### config.mk
export PLATFORM = sky130hd
export DESIGN_NAME = ccp_mul
export DESIGN_NICKNAME = d
export VERILOG_FILES = /design/src/rtl/circle_centre_three_points_3d_assert.svh /design/src/rtl/ccp_pkg.sv /design/src/rtl/ccp_mul.sv
export SDC_FILE = /design/constraint.sdc
export NUM_CORES = 2
export LEC_CHECK = 0
export ABC_AREA = 1
export CAP_MARGIN = 20
export CORE_AREA = 2 2 320 322
export DETAILED_ROUTE_END_ITERATION = 6
export DIE_AREA = 0 0 322 324
export DONT_BUFFER_PORTS = 1
export PLACE_DENSITY_LB_ADDON = 0.12
export SYNTH_ARGS = -nofsm -noshare
export SYNTH_HDL_FRONTEND = slang
export SYNTH_SLANG_ARGS = --single-unit
### constraint.sdc
create_clock -name clock -period 8.15 [get_ports clock]
set_input_delay 0.815 -clock clock [delete_from_list [all_inputs] [get_ports clock]]
set_output_delay 0.815 -clock clock [all_outputs]
set_load 0.005 [all_outputs]
### src/rtl/circle_centre_three_points_3d_assert.svh
// assertion macros shared by the circle centre rtl
// no dependencies; included by modules that carry concurrent checks
`ifndef CIRCLE_CENTRE_THREE_POINTS_3D_ASSERT_SVH
`define CIRCLE_CENTRE_THREE_POINTS_3D_ASSERT_SVH

// property must hold at every clock edge outside reset
`define CCP_ASSERT(label, clk, rst, prop, msg) \
   label: assert property (@(posedge clk) disable iff (rst) prop) else $error(msg);

// expression must never be true at a clock edge outside reset
`define CCP_ASSERT_NEVER(label, clk, rst, expr, msg) \
   label: assert property (@(posedge clk) disable iff (rst) !(expr)) else $error(msg);

`endif

### src/rtl/ccp_pkg.sv
// shared constants and types for the circle centre pipeline
// no dependencies; imported by ccp_mul, ccp_div and the top level
package ccp_pkg;

   localparam int COORD_WIDTH_DEF = 32;
   localparam int LIMB_W          = 32;

   typedef enum logic [1:0] {
      FIT_OK    = 2'd0,
      FIT_DEGEN = 2'd1,
      FIT_SAT   = 2'd2
   } fit_status_type;

   typedef struct packed {
      logic ovf;
      logic neg;
   } div_flags_type;

endpackage

### src/rtl/ccp_mul.sv
// signed multiplier cut into 32x32 limb products, four register stages
// depends on ccp_pkg
module ccp_mul import ccp_pkg::*; #(
   parameter int A_W = 33,
   parameter int B_W = 33
) (
   input  logic                     clock,
   input  logic signed [A_W-1:0]    op_a,
   input  logic signed [B_W-1:0]    op_b,
   output logic signed [A_W+B_W-1:0] prod
);

   localparam int NA    = (A_W + LIMB_W - 1) / LIMB_W;
   localparam int NB    = (B_W + LIMB_W - 1) / LIMB_W;
   localparam int PA_W  = NA * LIMB_W;
   localparam int PB_W  = NB * LIMB_W;
   localparam int ROW_W = PA_W + LIMB_W;
   localparam int SUM_W = PA_W + PB_W;
   localparam int P_W   = A_W + B_W;

   logic [A_W-1:0]        ua, mag_a_in, mag_a_ff;
   logic [B_W-1:0]        ub, mag_b_in, mag_b_ff;
   logic [2:0]            neg_ff;
   logic [PA_W-1:0]       la;
   logic [PB_W-1:0]       lb;
   logic [2*LIMB_W-1:0]   pp_ff [NA][NB];
   logic [ROW_W-1:0]      row_in [NB];
   logic [ROW_W-1:0]      row_ff [NB];
   logic [SUM_W-1:0]      tot;
   logic [P_W-1:0]        prod_in;
   logic [P_W-1:0]        prod_ff;

   always_comb begin
      ua       = $unsigned(op_a);
      ub       = $unsigned(op_b);
      mag_a_in = ua[A_W-1] ? (~ua + A_W'(1)) : ua;
      mag_b_in = ub[B_W-1] ? (~ub + B_W'(1)) : ub;
      la       = PA_W'(mag_a_ff);
      lb       = PB_W'(mag_b_ff);
   end

   // one row per limb of b
   always_comb begin
      for (int j = 0; j < NB; j++) begin
         row_in[j] = '0;
         for (int i = 0; i < NA; i++) begin
            row_in[j] = row_in[j] + (ROW_W'(pp_ff[i][j]) << (i * LIMB_W));
         end
      end
   end

   always_comb begin
      tot = '0;
      for (int j = 0; j < NB; j++) begin
         tot = tot + (SUM_W'(row_ff[j]) << (j * LIMB_W));
      end
      prod_in = neg_ff[2] ? P_W'(~tot + SUM_W'(1)) : P_W'(tot);
   end

   always_ff @(posedge clock) begin
      mag_a_ff  <= mag_a_in;
      mag_b_ff  <= mag_b_in;
      neg_ff[0] <= op_a[A_W-1] ^ op_b[B_W-1];
      neg_ff[1] <= neg_ff[0];
      neg_ff[2] <= neg_ff[1];
      for (int i = 0; i < NA; i++) begin
         for (int j = 0; j < NB; j++) begin
            pp_ff[i][j] <= (2*LIMB_W)'(la[i*LIMB_W +: LIMB_W])
                         * (2*LIMB_W)'(lb[j*LIMB_W +: LIMB_W]);
         end
      end
      for (int j = 0; j < NB; j++) begin
         row_ff[j] <= row_in[j];
      end
      prod_ff <= prod_in;
   end

   assign prod = $signed(prod_ff);

endmodule

# [Yosys cells after proc, flatten, opt, wreduce, memory -nomap -nowiden]
# Memories as Yosys holds them, arrays and structs flattened.
# Index checks and enable logic that the tools add are counted.
[word_totals] ram_bits=386 output_inout_bits=66 rom_bits=0 latch_bits=0 memories=2 wordCells=25 input_bits=67 reg_bits=135
[mem_list] name="pp_ff" depth=2 width=97 read_ports=2 rd_clocked_by_memory_dff=0 write_ports=2 line="ccp_mul.sv:26" rtl="logic [2*LIMB_W-1:0] pp_ff [NA][NB];"
[mem_list] name="row_ff" depth=2 width=96 read_ports=2 rd_clocked_by_memory_dff=0 write_ports=2 line="ccp_mul.sv:28" rtl="logic [ROW_W-1:0] row_ff [NB];"
[classes] n_lt_le_gt_ge=0 add_sub_neg=6 div=0 bitwise_logic=4 multipliers=4 n_shift=0 eq_ne=0 mux=3 reduce_logical=0
[op_table] op="$add 64x96->96" count=2
[op_table] op="$add 33x1->33 const B" count=2
[op_table] op="$add 66x1->66 const B" count=1
[op_table] op="$add 66x66->66" count=1
[op_table] op="$mux 66" count=1
[op_table] op="$not 33->33" count=2
[op_table] op="$not 66->66" count=1
[op_table] op="$mul 32x32->64" count=1
[op_table] op="$mux 32" count=2
[op_table] op="$mul 1x32->33" count=1
[op_table] op="$mul 32x1->33" count=1
[op_table] op="$mul 1x1->2" count=1
[op_table] op="$xor 1x1->1" count=1

# [Longest topological paths before layout]
# An unclocked memory read counts as a cell.
[depth] word_depth=5 ltp_mapped=33 ltp_nobuf=31

# [Worst setup path before layout]
# Ideal clock, no wire load.
[synth_timing] path_type="register -> register" start="reg mag_a_ff[12]" end="mem pp_ff[0][91] in the netlist's numbering" setup_time_ns=0.072 path_buffers=2 stages_incl_launch_ff=31 synth_period_minus_slack_ns=6.576 t_arrival_ns=6.505 slack_ns=1.574 required_ns=8.078 path_cell_list="dfxtp_1 > clkbuf_1 > clkbuf_1 > nand2_1 > inv_1 > fa_1 > fa_1 > fa_1 > inv_1 > fa_1 > inv_1 > fa_1 > inv_1 > fa_1 > inv_1 > fa_1 > inv_1 > fa_1 > inv_1 > ha_1 > nand2_1 > nor2_1 > inv_1 > nor4_1 > nand3_1 > nand3_1 > nand2_1 > nand2_1 > nand2_1 > nand2_1 > xor2_1"
[synth_lines] item="start, declared" line="ccp_mul.sv:21" rtl="logic [A_W-1:0] ua, mag_a_in, mag_a_ff;"
[synth_lines] item="start signal, assigned" line="ccp_mul.sv:61" rtl="mag_a_ff <= mag_a_in;"
[synth_lines] item="end, declared" line="ccp_mul.sv:26"

==> results.md <==
- Status: finished clean
- Final wirelength: 140000 um
- Die H: approximately 320 um
- IO Pins: 133
- Rows: roughly 120
- Max Fclk: around 0.13 GHz
- Area Growth Syn to Fin: 6.04%
- Post-route ant nets: 0
- Crit path depth: 22
- Cells along the critical path: buf_4 > nand2_1 > inv_1 > fa_1 > fa_1 > fa_1 > inv_1 > fa_1 > inv_1 > fa_1 > fa_1 > fa_1 > fa_1 > ha_1 > a21oi_1 > o21ai_0 > a21oi_1 > inv_1 > a31oi_1 > o21ai_0 > a21oi_1 > xnor2_1
- Max transition margin: 0.291
- Crit-path max cell delay: approximately 840 ps
- Longest Clk Path Bufs: 3
- Setup TNS Final: 0 ps
- Worst Path Max Fanout: 9
- Synth Register Bits: 362
- Core region area: 0.101 mm2
- Minimum clock period: approximately 7600 ps
- Yosys warning count: 0
- Final Non-Filler Cells: ~7700
- Worst Max-Slew Pin Slew: between 1000 and 1500 ps
- Distinct cells, synth: 47
- Largest net degree at the start of global routing: 51
- Antenna violations before repair: 4
- Clock sinks: 362
- Fin nets: between 7000 and 8000
- Worst r2r src: mag_a_ff[13]
- WS Path Type: flip-flop to flip-flop
- Cell taking the most area after synthesis: fa_1
- Layout cell share with drive strength beyond 1: 0.0410
- Register area share after synthesis: 0.144
- Die extent in x: around 320 um
- DR vias: between 30000 and 40000
- Startpoint types: flip-flop
- Setup crit end kind: flip-flop
- Slew Limit Fails: 0
- Worst-Skew Late Latency: 610 ps
- Setup Fix Bufs, Post-CTS: 0
- Root Buffer: clkbuf_16
- CTS buffer count: 42
- Fin. Hold Viols: 0
- WL per Instance: roughly 18 um
- Hold Crit Class: input pin to flip-flop
- Initial core utilization: 0.497
- Yosys top cell area share: 0.358
- CTS H-tree lvls: 2
- Global-route wire length before repair: 225000 um
- Worst path arrival time: 8120 ps
- Post-CTS Hold Buffers: 0
- Synth top area cells: fa_1 36%, dfxtp_1 14%, inv_1 14%
- Period utilization: 0.936
- Flop2flop setup slack: roughly 520 ps
- Final setup fails: 0
- Die area: between 0.1 and 0.15 mm2
- Hold depth: 0
- CTS tree: done
- Average size of a mapped cell: between 7 and 8 um2
- DP Wirelength: 116000 um
- Worst Path Required: 8640 ps
- DRC viols: 0
- Drt first pass iters: 5
- Gr usage total: 0.280
- Mapped Area: 0.0502 mm2
- Worst path bufs/invs: 5
- Setup crit start: mag_a_ff[13]
- Max-Cap Viols: 0
- Placed cell count: 7669
- RSZ-0062 raised after global routing: false
- GRT overflow: 0
- Clock Skew: between 20 and 30 ps
- Syn Inst Count: roughly 6500
- R2r endpoint: pp_ff[0][69]
- DR iter-0 viols: 2369
- I/O Buffers: 0
- Vias in the first global route: between 40000 and 50000
- Vias/cell: 4.99
- Most common cell type on the critical path: fa_1
- Worst setup path endpoint: pp_ff[0][69]
- CP max-delay cell: dfxtp_1
- Clock-pin slew on the worst setup and hold paths: 80 ps
- Register-to-Register Path Depth: 22
- Most common cell after layout, fill and taps aside: inv_1
- CP delay by family, top: adder cells
- Post-synth net total: 7818
- Post-CTS resize count: 0
- Most frequent cells in the layout: 1854 x inv_1, 1696 x nand2_1, 898 x fa_1
- Gpl congestion: around 0.95
-- routing by layer --
metal,global-route usage,up-vias,part of all wire
met5,0,-,0.00013
met1,0.376,18997,0.44
met2,0.477,1116,0.48
met4,0.0683,2,0.024
met3,0.0385,188,0.062
li1,-,18333,-
-- worst min path at each step --
stage / from / to
after floorplan: neg_ff[0] / neg_ff[1]
after global placement: pp_ff[0][27] / row_ff[0][123]
after detailed placement: pp_ff[0][33] / row_ff[0][0]
after CTS: op_b[0] / mag_b_ff[0]
after global routing: op_b[0] / mag_b_ff[0]
final: op_b[0] / mag_b_ff[0]
-- sequential cells by signal, indices dropped and copies added (netlist names) --
| register | count |
|---|---|
| neg_ff | 3 |
| pp_ff | 129 |
| mag_a_ff | 33 |
| mag_b_ff | 33 |
| row_ff | 98 |
| prod | 66 |
-- synthesized netlist by cell type, drive strengths merged --
library cell  instances
o21ai                99
nor3                 46
clkbuf              274
or2                   5
o211ai                5
a221oi                6
inv                1866
o21a                  4
o41ai                 1
and3                  3
a21oi               139
a31o                  1
nand3               127
ha                  331
a21boi               10
and2                  2
o31ai                 3
buf                   4
o21bai               13
nand2              1717
fa                  898
dfxtp               362
a31oi                26
a41oi                 1
xor2                148
o2111ai               3
a21o                 21
nor2                284
nand3b               10
or4                   1
xnor2                61
nor4                 12
a211oi                2
o221ai                3
nand4                34
-- area by class of cell --
type | count | area, um2
clock buffers | 53 | 1150
inverters | 1866 | 7000
flip-flops and latches | 362 | 7250
well taps | 1309 | 1640
repair buffers | 116 | 1010
diodes | 1 | 2.50
multi-input cells | 4016 | 34900
clock inverters | 23 | 274
fillers | 9879 | 47800
-- stage by stage --
step                      utilization  hold WS, ps  area [um2]  worst slack, ps
after CTS                       0.527          184       53200              625
after floorplan                     -          310       50200             1570
final                           0.527          221       53200              523
after global routing            0.527          199       53200              183
after global placement          0.513          310       51800              579
after detailed placement        0.513          312       51800              625
-- cell families after synthesis --
logic type	after synthesis	synth area share
and+or+nand+nor	2241	0.179
buffers and inverters	2144	0.161
adders and majority gates	1229	0.441
DFF	362	0.144
AOI/OAI and AO/OA	337	0.0385
xor gates and xnor gates	209	0.0365
Power is left out: the tool's default activity adds up to more than one toggle a clock period on the data nets, which glitch-free logic cannot reach.
